==> config.mk <==
export PLATFORM = sky130hd
export DESIGN_NAME = gha_ram
export DESIGN_NICKNAME = d
export VERILOG_FILES = /design/src/hdl/gha_ram.sv
export SDC_FILE = /design/constraint.sdc
export NUM_CORES = 1
export LEC_CHECK = 0
export BUFFER_PORTS_ARGS = -buffer_cell sky130_fd_sc_hd__buf_2
export CELL_PAD_IN_SITES_DETAIL_PLACEMENT = 0
export CELL_PAD_IN_SITES_GLOBAL_PLACEMENT = 1
export CORE_MARGIN = 4
export CORE_UTILIZATION = 53
export CTS_CLUSTER_DIAMETER = 50
export DETAILED_ROUTE_END_ITERATION = 6
export PLACE_DENSITY = 0.81
export SETUP_SLACK_MARGIN = 0.4
export SYNTH_ARGS = -nofsm -noshare
export SYNTH_HDL_FRONTEND = slang
export SYNTH_SLANG_ARGS = --single-unit
==> constraint.sdc <==
create_clock -name clk_i -period 2.1 [get_ports clk_i]
set_input_delay 0.105 -clock clk_i [delete_from_list [all_inputs] [get_ports clk_i]]
set_output_delay 0.105 -clock clk_i [all_outputs]
set_load 0.01 [all_outputs]
==> src/hdl/gha_ram.sv <==
// simple dual-port ram, one write and one registered read port
module gha_ram #(
  parameter int unsigned WIDTH = 8,
  parameter int unsigned DEPTH = 16,
  parameter int unsigned AW    = $clog2(DEPTH)
) (
  input  logic             clk_i,
  input  logic             we_i,
  input  logic [AW-1:0]    waddr_i,
  input  logic [WIDTH-1:0] wdata_i,
  input  logic             re_i,
  input  logic [AW-1:0]    raddr_i,
  output logic [WIDTH-1:0] rdata_o
);

  logic [WIDTH-1:0] mem [DEPTH];
  logic [WIDTH-1:0] rdata_q;

  always_ff @(posedge clk_i) begin
    if (we_i) begin
      mem[waddr_i] <= wdata_i;
    end
  end

  // read returns the old contents on a same-address collision
  always_ff @(posedge clk_i) begin
    if (re_i) begin
      rdata_q <= mem[raddr_i];
    end
  end

  assign rdata_o = rdata_q;

endmodule

==> results.md <==
- Pwr Total: 6.031 mW
- Data required time of the critical path: 2.34 ns
- Critical path class: reg2reg
- Final hold violations: 0
- Cells after DPL: 393
- CP top delay family: multiplexers
- Fillers: 605
- Total Wirelength: 10.14 mm
- Setup TNS: 0 ns
- CP Cell Sequence: mux4_2, a22oi_1, nand2_1
- Ports: 27
- CTS tree: yes
- Slowest stage delay, CP: approximately 0.50 ns
- DR iter-0 viols: between 200 and 250
- Final nets: 311
- Unrepaired setup endpoints after global routing: false
- Worst Tran Pin Value: 0.8042 ns
- Crit share post-route: 0.7227
- Reg clk slew, reported paths: 0.06 ns
- Vias per cell: between 5 and 6
- Number of port buffers: 26
- Post-layout util: 0.6634
- Area of the multi-input gates: 0.001057 sq mm
- # DRC: 0
- Min-delay src: waddr_i[0]
- CTS sink cnt: around 140
- Die Ht: roughly 110 um
- Chip width: 107.3 um
- Worst reg-to-reg setup slack: 0.58 ns
- Critical path launch point: mem[11][7]
- Status: finished clean
- Worst Setup End Kind: flip-flop
- Max Clock Freq: 658.9 MHz
- VDD IR max: 0.0005670 V
- Cts bufs inserted: 17
- Layout Cells excl Fill: 434
- Cell leakage power: roughly 2.1 nW
- Synth warnings: 0
- Netlist Area Pre-Place: 0.005228 sq mm
- Die ar.: 0.01152 sq mm
- WL/cell: 23.35 um
- Vias: 2560
- Global route overflow: 0
- WP data arrival: 1.75 ns
- Commonest non-fill, non-tap cells in the layout: edfxtp_1, buf_2, mux4_2
- 1st-pass router iterations: 4
- CTS H-tree lvls: 4
- Initial core utilization: 0.5552
- Layout cells sized above 1: 0.3082
- Sequential area share after synthesis: 0.7812
- Sequential Area: 0.004084 sq mm
- Synth Register Bits: 136
- Core box area: 0.009415 sq mm
- R2R cell count: 3
- Clk buf depth: 2
- CP bufs+invs: 0
- Area Growth Syn to Fin: 19.48%
- Max cap viols: 0
- Commonest non-fill, non-tap cell in the layout: edfxtp_1
- Tightest Hold Check Type: in2reg
- First-pass GRT wire length: 16.12 mm
- Slowest cell on the critical path: mux4_2
- Tmin final: between 1.5 and 2 ns
- Cells after synthesis: 229
- Clock root cell: clkbuf_8
- Average cell area after synthesis: 22.83 sq um
- # diodes: 0
- Number of global-route vias before repair: 2689
- Critical Path Sink: rdata_o[7]
- R2r endpoint: rdata_o[7]
- # setup viols final: 0
- Largest net degree at the start of global routing: 33
- Final Max Tran Viols: 0
- Worst r2r src: mem[11][7]
- Worst Path Max Fanout: 1
- Gp weighted congestion: 0.7275
- Worst skew pair latency: approximately 0.51 ns
- Rows: 35
- Synthesized Nets: approximately 250
- Antenna violations before repair: 0
- Dpl hpwl: 5.980 mm
- Max-slew headroom: 0.4619
- WP depth: 3
- Worst Setup Start Kind: flip-flop
- Worst clock skew: 0.01254 ns
- Total Routing Usage GR: 0.1984
- Pwr/cell area: 965.6 mW/mm^2
- Post-CTS Setup Bufs: 0
- Final ANT Viol Nets: 0
- Netlist cell types: 18
==> through the flow <==
stage               instance area (sq um)  hold WS (ns)  setup slack [ns]
finish                               6246        0.1548            0.5824
global route                         6246        0.1671            0.4997
CTS                                  6246        0.1319            0.5738
detailed placement                   5613        0.4856            0.2907
global placement                     5613        0.4878            0.3069
floorplan                            5228        0.2039            0.5021
==> final cells by class <==
class / instances / share of cell area
clock buffers: 18 / 0.06691
flip-flops and latches: 136 / 0.6538
clock inverters: 14 / 0.02003
repair buffers: 54 / 0.06410
well taps: 129 / 0.02584
multi-input cells: 83 / 0.1693
==> routing by layer <==
metal | routed length, um | vias up | track usage | share of wire
met2 | 5238 | 104 | 0.3101 | 0.52
met4 | 92 | 0 | 0.06484 | 0.0091
li1 | - | 1106 | - | -
met5 | 0 | - | 0 | 0
met3 | 709 | 9 | 0.05879 | 0.070
met1 | 4096 | 1341 | 0.2712 | 0.40
==> synth_stat cells <==
master           count  share of area
mux4_2              18          0.078
nor3_1               4         0.0038
nand3_1              1        0.00096
nand3b_1             2         0.0029
nor2_1              13         0.0093
edfxtp_1           136           0.78
a22oi_1             16          0.023
buf_2                3         0.0029
nand2b_1             2         0.0024
nand2_1              9         0.0065
buf_6                3         0.0065
nor2b_1              1         0.0012
mux4_1              14          0.070
and2b_1              1         0.0014
and2_1               1         0.0012
buf_4                1         0.0014
or3b_2               1         0.0017
clkdlybuf4s25_2      3         0.0057
==> flip-flops by register name, summed over array words and instances (netlist names) <==
name,cells
rdata_o,8
mem,128
==> worst min path at each step <==
stage                      end  cells after the start
global route         mem[8][6]                      3
CTS                  mem[8][6]                      3
floorplan            mem[0][0]                      0
finish               mem[8][6]                      3
global placement    rdata_o[2]                      1
detailed placement  rdata_o[4]                      1
==> power breakdown <==
group          switching, mW  leakage, nW  total [mW]  internal (mW)
clock                   1.09        0.252        2.66           1.57
combinational          0.164        0.625       0.297          0.133
sequential            0.0177         1.24        3.08           3.06
total                   1.27         2.11        6.03           4.76
==> worst register-to-register path: stages, from the launching register on <==
cell and delay [ns]:
edfxtp_1 0.40, mux4_2 0.50, a22oi_1 0.25, nand2_1 0.09
==> what timing repair did <==
| item | 4_1_cts | 5_1_grt |
|---|---|---|
| endpoints found under the hold margin | 136 | 0 |
| hold buffers | 9 | 0 |
| resized for setup | 0 | 0 |
==> kinds of logic (layout without fill, tap and decap cells) <==
logic type      count (synthesis)  in the layout  synth area share
compound gates                 16             16           0.02298
buf+inv                        10             86           0.01651
flops                         136            136            0.7812
mux                            32             32            0.1479
simple gates                   35             35           0.03136
Note: power is estimated with default switching activity, not from simulation.
